[src/nst_pkg.sv]
package nst_pkg;

	localparam int unsigned SCORE_W = 30;
	localparam int unsigned NAME_W = 64;
	localparam int unsigned PLACE_W = 4;
	localparam logic [SCORE_W-1:0] SCORE_MAX = 30'd999999999;

	typedef enum logic [1:0] {
		CMD_INSERT = 2'd0,
		CMD_READ   = 2'd1,
		CMD_CHECK  = 2'd2,
		CMD_NOP    = 2'd3
	} cmd_t;

	typedef struct packed {
		cmd_t               cmd;
		logic [2:0]         mode;
		logic [PLACE_W-1:0] place;
		logic [SCORE_W-1:0] new_score;
		logic [NAME_W-1:0]  new_name;
	} req_t;

	typedef struct packed {
		logic               found;
		logic [SCORE_W-1:0] entry_score;
		logic [NAME_W-1:0]  entry_name;
		logic               qualifies;
		logic [PLACE_W-1:0] inserted_place;
	} rsp_t;

	typedef struct packed {
		logic               gt;
		logic [SCORE_W-1:0] score;
		logic [NAME_W-1:0]  name;
	} link_t;

endpackage

[src/nst_cell.sv]
module nst_cell #(
	parameter int unsigned MODES = 4
) (
	input  logic                              clk,
	input  logic                              arst_n,
	input  logic                              wr_en,
	input  logic [(MODES > 1 ? $clog2(MODES) : 1)-1:0] sel,
	input  logic [nst_pkg::SCORE_W-1:0]       new_score,
	input  logic [nst_pkg::NAME_W-1:0]        new_name,
	input  nst_pkg::link_t                    prev,
	output nst_pkg::link_t                    next,
	output logic                              hit
);

	logic [nst_pkg::SCORE_W-1:0] score_q [MODES];
	logic [nst_pkg::NAME_W-1:0]  name_q  [MODES];
	logic                        gt;

	assign gt = new_score > score_q[sel];
	assign hit = gt & ~prev.gt;

	always_comb begin
		next.gt = gt;
		next.score = score_q[sel];
		next.name = name_q[sel];
	end

	always_ff @(posedge clk or negedge arst_n) begin
		if (!arst_n) begin
			for (int m = 0; m < MODES; m++) begin
				score_q[m] <= '0;
				name_q[m] <= '0;
			end
		end else if (wr_en && gt) begin
			if (prev.gt) begin
				score_q[sel] <= prev.score;
				name_q[sel] <= prev.name;
			end else begin
				score_q[sel] <= new_score;
				name_q[sel] <= new_name;
			end
		end
	end

endmodule
[config.mk]
export PLATFORM = sky130hd
export DESIGN_NAME = nst_cell
export DESIGN_NICKNAME = d
export VERILOG_FILES = /design/src/nst_pkg.sv /design/src/nst_cell.sv
export SDC_FILE = /design/constraint.sdc
export NUM_CORES = 1
export LEC_CHECK = 0
export BUFFER_PORTS_ARGS = -buffer_cell sky130_fd_sc_hd__buf_2
export CORE_AREA = 3 3 198 200
export CTS_BUF_LIST = sky130_fd_sc_hd__clkbuf_4 sky130_fd_sc_hd__clkbuf_8
export CTS_CLUSTER_DIAMETER = 60
export DETAILED_ROUTE_END_ITERATION = 10
export DIE_AREA = 0 0 201 203
export GPL_TIMING_DRIVEN = 0
export HOLD_SLACK_MARGIN = 0.08
export PLACE_DENSITY_LB_ADDON = 0.25
export SYNTH_ARGS = -nofsm -noshare
export SYNTH_HDL_FRONTEND = slang
export SYNTH_SLANG_ARGS = --single-unit
[constraint.sdc]
create_clock -name clk -period 3.87 [get_ports clk]
set_input_delay 0.5805 -clock clk [delete_from_list [all_inputs] [get_ports clk]]
set_output_delay 0.5805 -clock clk [all_outputs]
set_load 0.05 [all_outputs]
==> results of run 1 <==
-- worst paths after layout --
path,end,slack (ns),depth (start not counted)
max reg2reg,name_q[42],0.13,12
max in group asynchronous,score_q[87],2.06,4
min,name_q[123],0.33,3
min reg2reg,name_q[121],0.48,1
min in group asynchronous,name_q[224],0.43,2
max,next[94],0.04,9
-- repair_timing --
item,4_1_cts,5_1_grt
cloned,0,0
setup buffers,5,0
pin swaps,4,7
endpoints found under the hold margin,47,0
hold buffers,1,0
setup endpoints to repair,276,182
resized for setup,19,13
-- layout make-up --
class	count	area [um2]
fillers	3051	15800
flip-flops and latches	376	9410
multi-input cells	651	8220
repair buffers	295	1580
clock buffers	99	1260
well taps	511	639
plain buffers	73	450
inverters	31	116
clock inverters	11	101
diodes	1	2.50
-- cells in the final DEF (no fill, tap or decap), types with 2 or more instances in the layout --
master,count
sky130_fd_sc_hd__a21o_1,3
sky130_fd_sc_hd__a21oi_1,10
sky130_fd_sc_hd__a21oi_2,5
sky130_fd_sc_hd__buf_1,5
sky130_fd_sc_hd__buf_16,3
sky130_fd_sc_hd__buf_2,311
sky130_fd_sc_hd__buf_4,7
sky130_fd_sc_hd__buf_6,11
sky130_fd_sc_hd__buf_8,2
sky130_fd_sc_hd__clkbuf_1,16
sky130_fd_sc_hd__clkbuf_4,26
sky130_fd_sc_hd__clkbuf_8,84
sky130_fd_sc_hd__clkinv_2,7
sky130_fd_sc_hd__dfrtp_1,376
sky130_fd_sc_hd__ha_1,29
sky130_fd_sc_hd__inv_1,30
sky130_fd_sc_hd__mux2_1,62
sky130_fd_sc_hd__mux2_2,407
sky130_fd_sc_hd__mux4_2,94
sky130_fd_sc_hd__nand2_1,8
sky130_fd_sc_hd__nand3_1,6
sky130_fd_sc_hd__nand4_1,7
sky130_fd_sc_hd__nor2_1,2
sky130_fd_sc_hd__nor4_4,2
-- per-layer routing --
layer	wire [um]	vias to the layer above	part of all wire	global-route usage
met2	20500	246	0.48	0.340
met1	19000	5742	0.45	0.288
met4	965	0	0.023	0.0637
met3	2060	67	0.049	0.0431
met5	0	-	0	0
li1	-	4969	-	-
-- logic make-up (layout without fill, tap and decap cells) --
family,count (synthesis),count (layout)
other cells,0,1
simple gates,30,30
buf+inv,105,509
compound gates,28,28
flops,376,376
fa+ha+maj,30,30
mux,563,563
-- stage by stage --
stage                     setup slack, ns  area (um2)  hold slack (ns)  utilization
after CTS                         -0.0804       21700            0.266        0.578
after detailed placement            -1.23       20300            0.469        0.539
after floorplan                    0.0377       18100            0.285            -
after global routing              -0.0934       21800            0.309        0.579
final                              0.0432       21800            0.333        0.579
after global placement              -4.93       20200            0.462        0.537
-- critical path, stage by stage (launching register included) --
cell	delay (ns)
sky130_fd_sc_hd__dfrtp_1	0.37
sky130_fd_sc_hd__mux4_2	0.52
sky130_fd_sc_hd__inv_2	0.09
sky130_fd_sc_hd__ha_4	0.21
sky130_fd_sc_hd__a21oi_2	0.13
sky130_fd_sc_hd__a21boi_2	0.07
sky130_fd_sc_hd__o31a_1	0.33
sky130_fd_sc_hd__o41ai_4	0.52
sky130_fd_sc_hd__nand2_1	0.17
sky130_fd_sc_hd__buf_6	0.19
-- cell usage after synthesis --
cell	count	area (um2)
sky130_fd_sc_hd__nand3_1	7	35.0
sky130_fd_sc_hd__a221o_1	1	10.0
sky130_fd_sc_hd__nand2b_1	1	6.26
sky130_fd_sc_hd__mux4_2	94	2120
sky130_fd_sc_hd__buf_2	34	170
sky130_fd_sc_hd__o21ai_0	2	10.0
sky130_fd_sc_hd__clkbuf_1	23	86.3
sky130_fd_sc_hd__mux2_1	62	698
sky130_fd_sc_hd__nor4_1	2	12.5
sky130_fd_sc_hd__nand2_1	8	30.0
sky130_fd_sc_hd__ha_1	30	375
sky130_fd_sc_hd__nor3_1	1	5.00
sky130_fd_sc_hd__and2b_1	1	7.51
sky130_fd_sc_hd__a21o_1	3	22.5
sky130_fd_sc_hd__o41ai_4	1	27.5
sky130_fd_sc_hd__a211oi_1	1	7.51
sky130_fd_sc_hd__a21boi_1	1	7.51
sky130_fd_sc_hd__dfrtp_1	376	9410
sky130_fd_sc_hd__nand4_1	7	43.8
sky130_fd_sc_hd__buf_4	7	52.6
sky130_fd_sc_hd__nor2_1	2	7.51
sky130_fd_sc_hd__nand3b_1	1	7.51
sky130_fd_sc_hd__a21oi_1	15	75.1
sky130_fd_sc_hd__a21boi_0	1	7.51
sky130_fd_sc_hd__o31a_1	1	8.76
sky130_fd_sc_hd__a211oi_2	1	12.5
sky130_fd_sc_hd__mux2_2	407	4580
sky130_fd_sc_hd__inv_1	31	116
sky130_fd_sc_hd__o31ai_2	1	12.5
sky130_fd_sc_hd__buf_1	10	37.5
-- where the power goes --
group | internal (W) | leakage (nW) | switching, W
Clock | 0.00212 | 0.727 | 0.00159
Sequential | 0.00591 | 4.52 | 0.000912
Combinational | 0.00311 | 4.48 | 0.00387
-- registers in the layout, summed over array words and instances, names as in the netlist --
signal and count:
name_q 256, score_q 120
==> run summary, run 1 <==
The logs give 1132 for the synthesized instance count and 71 for the number of core rows. The proportion of synthesized chip area in sequential cells was 0.523. The run finished with clean final reports.

STA classifies the critical path endpoint as a primary output. The run gives 1356 as the number of nets produced by synthesis. Post-route setup TNS: 0 ns.

The worst min-delay path class was in -> reg. For the maximum achievable frequency, the log shows 0.261 GHz. The floorplan step defined a core boundary enclosing 37600 um2. The root buffer selected by CTS is sky130_fd_sc_hd__clkbuf_8. The die is 203 um tall. The net count of the finished layout is 1713. After synthesis the netlist holds a flip-flop and latch count of 376. The number of nets with antenna violations after routing was 0; the post-synthesis instance area was 18000 um2. The H-tree was split into 2 levels. After synthesis, the largest family of logic cells by area is multiplexers.

Setup repair after global routing could not meet its margin everywhere. The worst hold path begins at new_name[59]. The first TritonRoute pass finished after 5 iterations. Clock tree synthesis inserted a total of 61 buffers. For this run, design rule violations remaining after detail routing come to 0. At the end of routability-driven placement, the weighted congestion stood at 0.807.

Pin placement for this block handled 290 I/O pins. Tracing the worst setup path back leads to its startpoint at score_q[4]. The later-pin clock latency in the skew report was 0.66 ns; the total vias in the final route was 11.0k. The actual transition at the worst max-transition pin works out to 0.944 ns. The tools report the max-capacitance violation count as 0. The via-per-instance ratio works out to 5.38. The logs give 0.479 for the effective utilization at floorplan and 3 for the maximum buffer depth of the clock tree. Buffers placed on the I/O ports in this run total 286. For the total count of max-transition violations in the final report, the log shows 0. The total global routing track utilization is 0.210. The final critical path time including I/O delays and setup works out to 3.83 ns. The area growth from synthesis to layout is 21.0%. The multiplexer share of the synthesized area was 0.411. The worst register-to-register path begins at score_q[28]. Startpoint type of the worst setup path: a flop.

Summed over all cells, the static leakage comes to 9.73 nW. The fraction of the mapped netlist area in compound gates was 0.0112; the average wire length per cell after detail routing was 20.7 um. The synthesis warning total was 0. In this run, placement finished with an instance count of 1932. TritonCTS built the clock tree.

The run gives 464 as the number of design-rule violations left by the first detailed-router iteration. Summed over all nets, the half-perimeter wirelength after detailed placement is 29.8 mm. Xor/xnor cell area share of the yosys netlist: 0. The number of clock sinks came out at 376.

Final global-route overflow total: 0. The critical setup path kind is reg -> out. The arithmetic-cell share of the synthesized area counting full adders, half adders and majority gates was 0.0209; the number of global-route vias before repair was 12.0k.

Once layout is complete, the cells apart from fillers number 2048. The first-pass GRT wire length is 67.3 mm. For the worst setup path, the data required time is 3.29 ns.

Clock skew on the completed layout was measured at 0.0302 ns. After layout, the design draws a total of 0.0175 W. The area share of and/or/nand/nor cells after synthesis was 0.00862; the clock-pin slew on the worst setup and hold paths was 0.06 ns. The data arrival time of the critical path came out at 3.25 ns. The number of distinct library cells after synthesis was 30; the initial antenna violation count was 1.

The run gives 0 as the count of final hold-check violations. Entering global routing, the biggest net connects 127 pins. The share of the cycle needed by the critical path after routing works out to 0.989. For the worst relative slew slack, the log shows 0.371. The worst ir drop on vdd is 377 uV, and the total wire length after detailed routing is 42.5 mm.

The die is 201 um wide. The die covers 40800 um2. Average cell area after synthesis: 15.9 um2. Proportion of layout cells with a drive suffix above 1: 0.632. Of all nets on the critical path, the largest fanout is 3. Power spread over the standard cell area amounts to 805 nW/um2. Setup violations remaining at the end of the flow were counted as 0.
Power figures use the tool's default switching activity.
==> run 2, diff against run 1 <==
--- a/config.mk
+++ b/config.mk
@@ -6,14 +6,17 @@
 export NUM_CORES = 1
 export LEC_CHECK = 0
 export BUFFER_PORTS_ARGS = -buffer_cell sky130_fd_sc_hd__buf_2
-export CORE_AREA = 3 3 198 200
+export CELL_PAD_IN_SITES_DETAIL_PLACEMENT = 2
+export CELL_PAD_IN_SITES_GLOBAL_PLACEMENT = 2
+export CORE_AREA = 3 3 222 224
 export CTS_BUF_LIST = sky130_fd_sc_hd__clkbuf_4 sky130_fd_sc_hd__clkbuf_8
 export CTS_CLUSTER_DIAMETER = 60
 export DETAILED_ROUTE_END_ITERATION = 10
-export DIE_AREA = 0 0 201 203
+export DIE_AREA = 0 0 225 227
 export GPL_TIMING_DRIVEN = 0
 export HOLD_SLACK_MARGIN = 0.08
 export PLACE_DENSITY_LB_ADDON = 0.25
+export RECOVER_POWER = 50
 export SYNTH_ARGS = -nofsm -noshare
 export SYNTH_HDL_FRONTEND = slang
 export SYNTH_SLANG_ARGS = --single-unit
==> run 2 against run 1 <==
Combinational power rose by 2.9%. Critical endpoint is now hit. Clock power increased by 7.5%. Routed wire length rose by 20%. Sequential share of layout area down 0.63 points. Maximum frequency shrank 0.15%. The flow now finishes with violations (capacitance limit, slew limit). Critical path depth stayed put. Critical path type unchanged. Clock-buffer cell count rose by 11. Die area up 25%. Via count is 2.9% higher. Hold slack gained 0.024 ns.
==> run summary, run 2 (synthesis results as in run 1) <==
Core box area: 47500 um2 (+27%). The DRC violations left was 0 (unchanged). The count of cells along the worst register-to-register path is 12 (unchanged). The width of the chip was 225 um (+12%); the count of final hold-check violations was 0 (unchanged). For the area of the die, the log shows 51100 um2 (+25%).

STA classifies the critical path endpoint as a primary output. Delay of the slowest cell on the worst path: 0.53 ns (about the same). The endpoint identified for the worst register-to-register timing path is name_q[34]. In this run the worst setup path begins at score_q[26].

The tools report the placed wire-length estimate after detailed placement as 35.4 mm (+19%). Startpoint type of the worst setup path: a flop. The cell area after layout is 22100 um2 (+1.5%), and the data arrival time of the critical path is 3.25 ns (about the same). The relative area change from synthesis to final layout works out to 22.8%. The worst hold path belongs to the class in -> reg. The worst setup skew after layout was 0.0346 ns (+0.00435 ns); the buffering stage count on the worst path with inverters included was 2 (unchanged). The number of stages on the worst hold path was 3 (unchanged). The max-capacitance violation count is 1 (+1). The clock-pin slew on the worst setup and hold paths came out at 0.06 ns (about the same). The run gives 9410 um2 (unchanged) as the register cell area after layout.

The net load switching power is 0.00671 W (+5.2%), and the switching share of total power is 0.371 (+0.00675). The number of placed cells counting well taps was 2036 (+5.4%); the final cell count without fillers was 2165 (+5.7%). The sequential group share of total power came out at 0.382 (-0.007). Leaving out fill and tap cells, the most frequent cell in the layout is sky130_fd_sc_hd__mux2_2.

The largest fanout on the critical path works out to 4 (+1). For the wire length on met3, the log shows 2.31 mm (+12%). The run gives 0 (-1) as the diode insertion count for antenna repair. The tools report the final net count as 1729 (+0.93%). TritonCTS built the clock tree. The tools report the total global routing track utilization as 0.203 (-0.00725). The first-pass GRT wire length is 78.7 mm (+17%), and the clock share of power is 0.221 (+0.009).

The tools report the met2 wire length as 25.3 mm (+24%). The detailed-route wire length on metal 1 is 22.1 mm (+17%), and the number of flip-flops in the largest register is 256 (unchanged). The actual transition at the worst max-transition pin works out to 1.98 ns (+1.04 ns). The worst relative slew slack was -0.322 (-0.693). The launching point of the worst reg2reg path was score_q[26]. The logs give 20400 um2 (+0.64%) for the placed standard-cell area and 376 (unchanged) for the number of clock sinks. The initial antenna violation count was 0 (-1). The library cells used most frequently in the layout, excluding fill and tap cells, are sky130_fd_sc_hd__mux2_2 (407), sky130_fd_sc_hd__dfrtp_1 (376), sky130_fd_sc_hd__buf_2 (273), sky130_fd_sc_hd__clkbuf_8 (95), sky130_fd_sc_hd__mux4_2 (94). The deepest level of the CTS H-tree was 3 (+1).

The filler cell count in the final layout was 4536 (+49%). For the total count of max-transition violations in the final report, the log shows 74 (+74). The share of the cycle needed by the critical path after routing came out at 0.990 (+0.00149).

The slowest library cell on the worst path was sky130_fd_sc_hd__mux4_2. The average wire length per cell after detail routing is 23.5 um (+13%). Effective utilization at floorplan: 0.379 (-0.100). The largest registers in the layout are name_q (256), score_q (120). The worst ir drop on vdd came out at 395 uV (+4.5%).

The logs give 3 (unchanged) for the maximum buffer depth of the clock tree and 11.3k (+2.9%) for the total vias in the final route. The I/O pin total is 290 (unchanged). For the required time of the critical path, the log shows 3.29 ns (about the same). Final critical path time including I/O delays and setup: 3.83 ns (+0.00578 ns). The startpoint identified for the worst hold timing path is new_name[38].

Vertical extent of the die: 227 um (+12%). The signal on the critical path passes through mux4_2 > inv_2 > ha_4 > nand4_1 > nor3_2 > a221o_1 > o31ai_4 > a21oi_2 > buf_6. The critical setup path kind is reg -> out.

Worst hold-check slack: 0.357 ns (+0.0239 ns). The logs give 4 (-1) for the detailed-router iteration count before antenna repair and 70 (+15%) for the number of CTS-inserted buffers. After detailed routing, no signal wire sits above met4. The cell family contributing the most delay on the critical path is compound AO/OA/AOI/OAI gates. The total wire length after detailed routing is 50.8 mm (+20%). Setup repair after global routing could not meet its margin everywhere. The routability-driven placement congestion ratio was 0.737 (-8.7%). The combinational share of power was 0.397 (-0.002). The tools report the root buffer selected by CTS as sky130_fd_sc_hd__clkbuf_8.

The count of input and output buffers works out to 286 (unchanged). The run finished, with violations left. The maximum achievable frequency is 0.261 GHz (-0.15%), and the number of design-rule violations left by the first detailed-router iteration is 349 (-25%).

For the internal cell power, the log shows 0.0114 W (+2.2%). The later-pin clock latency in the skew report is 0.63 ns (-0.03 ns), and the via-per-instance ratio is 5.24 (-2.7%). The largest net degree at the start of global routing is 121 (-4.7%). The final global-route overflow total came out at 0 (unchanged). The flop-to-flop setup slack came out at 0.15 ns (+0.02 ns). More flip-flops sit in one register than any other, and that register is name_q.

The area of combinational cells with multiple inputs was 8280 um2 (+0.81%). The tools report the final number of setup-violating endpoints as 0 (unchanged). The number of core rows was 80 (+13%). The checks that failed: capacitance limit, slew limit. The number of global-route vias before repair was 13.2k (+11%); the reported leakage power was 9.71 nW (-0.25%). The worst hold path terminates at name_q[166]. The number of nets with antenna violations after routing is 0 (unchanged), and the proportion of layout cells with a drive suffix above 1 is 0.625 (-0.00700). The power per standard cell area is 819 nW/um2 (+1.8%).
[run 2: worst max-delay path by stage]
stage	endpoint	slack [ns]	depth (start not counted)
global route	hit	-0.06	9
global placement	name_q[164]	-5.15	1
CTS	next[94]	-0.06	10
finish	hit	0.04	9
detailed placement	score_q[35]	-1.21	13
floorplan	name_q[116]	0.04	13
[run 2: layout make-up]
cell class,instances,share of cell area
Multi-Input combinational cell,651,0.375
Timing Repair Buffer,302,0.0706
Clock buffer,110,0.0628
Clock inverter,7,0.00323
Buffer,73,0.0226
Sequential cell,376,0.426
Inverter,31,0.00527
Tap cell,615,0.0348
[run 2: power by group through the flow]
stage | logic (W) | clock network (W) | registers, W
after floorplan | 0.00555 | 0 | 0.00655
after global placement | 0.00689 | 0 | 0.00679
after detailed placement | 0.00711 | 0 | 0.00696
after CTS | 0.00731 | 0.00417 | 0.00692
after global routing | 0.00771 | 0.00434 | 0.00719
final | 0.00719 | 0.00400 | 0.00691
[run 2: per-layer routing]
metal / vias up / global-route usage
li1: 4974 / -
met1: 6053 / 0.260
met2: 238 / 0.348
met3: 77 / 0.0472
met4: 0 / 0.0539
met5: - / 0
[run 2: metrics by stage]
| step | TNS [ns] | setup slack, ns | util | total power [W] |
|---|---|---|---|---|
| 6_report | 0 | 0.0374 | 0.465 | 0.0181 |
| 5_1_grt | -0.136 | -0.0553 | 0.465 | 0.0192 |
| 4_1_cts | -0.0746 | -0.0634 | 0.465 | 0.0184 |
| 3_5_place_dp | -379.52 | -1.21 | 0.429 | 0.0141 |
| 3_3_place_gp | -2281.37 | -5.15 | 0.427 | 0.0137 |
| 2_1_floorplan | 0 | 0.0377 | - | 0.0121 |
[run 2: what timing repair did]
item	4_1_cts	5_1_grt
hold buffers	1	0
setup buffers	11	1
cloned	0	0
resized for setup	35	24
setup endpoints to repair	304	243
hold endpoints to repair	72	0
pin swaps	7	8
[run 2: worst register-to-register path: stages (launching register included)]
cell                       delay (ns)
sky130_fd_sc_hd__dfrtp_1         0.38
sky130_fd_sc_hd__mux4_2          0.53
sky130_fd_sc_hd__inv_2           0.10
sky130_fd_sc_hd__ha_4            0.13
sky130_fd_sc_hd__nand4_1         0.26
sky130_fd_sc_hd__nor4_4          0.39
sky130_fd_sc_hd__and2b_1         0.25
sky130_fd_sc_hd__o41ai_4         0.12
sky130_fd_sc_hd__buf_4           0.19
sky130_fd_sc_hd__a21oi_2         0.20
sky130_fd_sc_hd__clkbuf_4        0.32
sky130_fd_sc_hd__buf_2           0.36
sky130_fd_sc_hd__mux2_2          0.38
==> run 3, diff against run 2 <==
--- a/config.mk
+++ b/config.mk
@@ -15,8 +15,9 @@
 export DIE_AREA = 0 0 225 227
 export GPL_TIMING_DRIVEN = 0
 export HOLD_SLACK_MARGIN = 0.08
-export PLACE_DENSITY_LB_ADDON = 0.25
+export PLACE_DENSITY = 0.81
 export RECOVER_POWER = 50
 export SYNTH_ARGS = -nofsm -noshare
 export SYNTH_HDL_FRONTEND = slang
 export SYNTH_SLANG_ARGS = --single-unit
+export TNS_END_PERCENT = 5
==> run 3 against run 2 <==
The flow still finishes with violations (capacitance limit, slew limit). Cell count about the same. Routed wire length up 4.8%. Sequential power up 1%. Combinational power up 1%. Sequential share of layout area up 0.20 points. Register-to-register slack better by 0.07 ns. First-iteration DRC count up 5.4%. Critical path type is now in -> out. Setup slack better by 0.080 ns. Largest power group unchanged. Non-clock buffer count up 1. Core utilization down 0.21 points.
==> run summary, run 3 (synthesis results as in run 1) <==
The average wire length per cell after detail routing was 24.6 um (+4.7%); the number of nets with antenna violations after routing was 0 (unchanged). For the count of final hold-check violations, the log shows 0 (unchanged). Worst min-delay path class: in -> reg. The tools report the destination of the worst hold path as name_q[65]. Most flop-heavy register: name_q.

The area of combinational cells with multiple inputs was 8250 um2 (-0.39%). For the required time of the critical path, the log shows 3.29 ns (about the same). Relative area change from synthesis to final layout: 22.2%. In this run the critical register-to-register path is launched from score_q[59]. The run gives 125 (+3.3%) as the largest net degree at the start of global routing. Switching share of total power: 0.377 (+0.00670).

The count of cells along the worst register-to-register path came out at 12 (unchanged). Via-per-instance ratio: 5.24 (about the same). The largest fanout on the critical path is 10 (+6), and the initial antenna violation count is 1 (+1). The run gives 3.17 ns (-0.08 ns) as the data arrival time of the critical path. The number of clock sinks is 376 (unchanged), and the total count of max-transition violations in the final report is 73 (-1.4%). The core box area is 47500 um2 (unchanged), and the delay of the slowest cell on the worst path is 0.55 ns (+0.02 ns). The clock-pin slew on the worst setup and hold paths is 0.06 ns (about the same), and the total wire length after detailed routing is 53.2 mm (+4.8%). TritonCTS built the clock tree.

Start point of the worst hold path: new_name[1]. The total vias in the final route is 11.4k (+0.12%). The run gives 0.0181 W (+0.23%) as the total chip power. The combinational share of power is 0.402 (+0.005). The tools report the endpoint of the most critical register-to-register path as score_q[34].

The tools report the routability-driven placement congestion ratio as 0.759 (+2.9%). The run gives 37.5 mm (+5.9%) as the placed wire-length estimate after detailed placement. The number of global-route vias before repair was 13.7k (+3.4%).

The final critical path time including I/O delays and setup is 3.75 ns (-0.0797 ns). The proportion of layout cells with a drive suffix above 1 is 0.624 (-0.00153). The later-pin clock latency in the skew report is 0.61 ns (-0.02 ns). STA classifies the critical path endpoint as a primary output. For the effective utilization at floorplan, the log shows 0.379 (unchanged).

The tools report the maximum buffer depth of the clock tree as 3 (unchanged). The logs give 69 (-1.4%) for the number of CTS-inserted buffers and 80 (unchanged) for the number of core rows. Setup repair after global routing could not meet its margin everywhere. The power per standard cell area was 825 nW/um2 (+0.69%). The critical path in this run is classified as in -> out. The maximum achievable frequency is 0.266 GHz (+2.1%), and the number of stages on the worst hold path is 3 (unchanged). The number of flip-flops in the largest register was 256 (unchanged). The actual transition at the worst max-transition pin was 1.92 ns (-0.0578 ns). The first-pass GRT wire length was 81.9 mm (+4.0%). Startpoint type of the worst setup path: a primary input. Final number of setup-violating endpoints: 0 (unchanged). The run finished, with violations left. Final global-route overflow total: 0 (unchanged).

The tools report the worst setup skew after layout as 0.0301 ns (-0.00445 ns). For the deepest level of the CTS H-tree, the log shows 3 (unchanged). The final reports fail on capacitance limit, slew limit. The flop-to-flop setup slack was 0.22 ns (+0.07 ns); the placed standard-cell area was 20400 um2 (unchanged). By instance count, the cell type seen most on the critical path is sky130_fd_sc_hd__buf_4. The worst relative slew slack was -0.283 (+0.0385). For the sequential group share of total power, the log shows 0.384 (+0.002). The share of the cycle needed by the critical path after routing came out at 0.970 (-0.0206). The run gives 51100 um2 (unchanged) as the area of the die. The largest registers in the layout are name_q (256), score_q (120). The run gives 0.00685 W (+2.0%) as the net load switching power. The cell area after layout is 22000 um2 (-0.46%). The run gives 351 uV (-11%) as the worst ir drop on vdd. The filler cell count in the final layout was 4594 (+1.3%). The logs give 9.71 nW (about the same) for the reported leakage power and 9410 um2 (unchanged) for the register cell area after layout. In the layout the commonest cells are sky130_fd_sc_hd__mux2_2 (407), sky130_fd_sc_hd__dfrtp_1 (376), sky130_fd_sc_hd__buf_2 (288), sky130_fd_sc_hd__mux4_2 (94), sky130_fd_sc_hd__clkbuf_8 (90). The slowest stage of the critical path belongs to the cell sky130_fd_sc_hd__mux4_2. The run gives 5 (+1) as the detailed-router iteration count before antenna repair. The commonest non-fill, non-tap cell in the layout is sky130_fd_sc_hd__mux2_2. The tools report the root buffer selected by CTS as sky130_fd_sc_hd__clkbuf_8. The width of the chip came out at 225 um (unchanged). The logs give 1 (unchanged) for the max-capacitance violation count and 290 (unchanged) for the I/O pin total.

The logs give 0.214 (-0.007) for the clock share of power and 0.385 ns (+0.0278 ns) for the worst hold-check slack. Final net count: 1729 (unchanged). The vertical extent of the die was 227 um (unchanged); the total global routing track utilization was 0.210 (+0.00737). The count of input and output buffers works out to 286 (unchanged).

Walking the worst path, the cells encountered are clkbuf_8 > buf_8 > mux4_2 > inv_1 > ha_4 > nand4_1 > buf_4 > nor3_2 > a221o_1 > o31ai_4 > nand2_1 > buf_4 > buf_6. Number of design-rule violations left by the first detailed-router iteration: 368 (+5.4%). For the internal cell power, the log shows 0.0113 W (-0.83%).

The DRC violations left was 0 (unchanged).
==> run 3: cell types whose count changed in the layout (fill, tap and decap cells not counted), sizes merged <==
cell / before / now
clkbuf: 175 / 156
diode: 0 / 2
buf: 309 / 325
inv: 32 / 31
clkinv: 2 / 7
clkinvlp: 3 / 1
==> run 3: stage by stage <==
| step | setup WS (ns) | std cells | util | setup TNS [ns] |
|---|---|---|---|---|
| after detailed placement | -1.36 | 2036 | 0.429 | -435.65 |
| final | 0.117 | 2166 | 0.463 | 0 |
| after global routing | -0.0442 | 2164 | 0.463 | -0.314 |
| after floorplan | 0.0377 | 1132 | - | 0 |
| after global placement | -4.95 | 2033 | 0.427 | -2267.25 |
| after CTS | -0.00855 | 2158 | 0.462 | -0.00855 |
==> run 3: layout make-up <==
| class | instances | share of cell area |
|---|---|---|
| Inverter | 31 | 0.00529 |
| Buffer | 74 | 0.0222 |
| Sequential cell | 376 | 0.428 |
| Clock buffer | 106 | 0.0603 |
| Tap cell | 615 | 0.0350 |
| Antenna cell | 2 | 0.000228 |
| Multi-Input combinational cell | 651 | 0.375 |
| Timing Repair Buffer | 302 | 0.0709 |
| Clock inverter | 9 | 0.00330 |
==> run 3: timing repair <==
item | 4_1_cts | 5_1_grt
pin swaps | 6 | 8
setup endpoints to repair | 378 | 202
gates cloned | 0 | 0
hold endpoints to repair | 71 | 0
gates resized for setup | 28 | 14
buffers inserted | 6 | 6
hold buffers | 1 | 0
==> run 3: worst max path at each step <==
stage / from / to / slack (ns) / cells past startpoint
floorplan: sel[0] / name_q[116] / 0.04 / 13
global placement: arst_n / name_q[34] / -4.95 / 1
detailed placement: sel[1] / score_q[36] / -1.36 / 13
CTS: score_q[25] / hit / -0.009 / 9
global route: score_q[28] / hit / -0.04 / 9
finish: sel[0] / next[94] / 0.12 / 13
==> run 3: routing by layer <==
| metal | part of all wire | GRT usage |
|---|---|---|
| met5 | 0 | 0 |
| met4 | 0.019 | 0.0642 |
| met3 | 0.049 | 0.0459 |
| met2 | 0.52 | 0.374 |
| met1 | 0.41 | 0.257 |
==> run 3: critical path: cells and delay by family <==
family / cells / cell delay, ns
and+or+nand+nor: 3 / 0.24
buffers and inverters: 6 / 0.92
muxes: 1 / 0.55
adders and majority gates: 1 / 0.21
AOI/OAI and AO/OA: 2 / 0.64
==> run 3: power groups by stage <==
stage                     logic (W)  clock network (W)  registers [W]
after floorplan             0.00555                  0        0.00655
after global routing        0.00779            0.00423        0.00726
after detailed placement    0.00719                  0        0.00701
final                       0.00729            0.00388        0.00698
after CTS                   0.00733            0.00403        0.00698
after global placement      0.00688                  0        0.00676
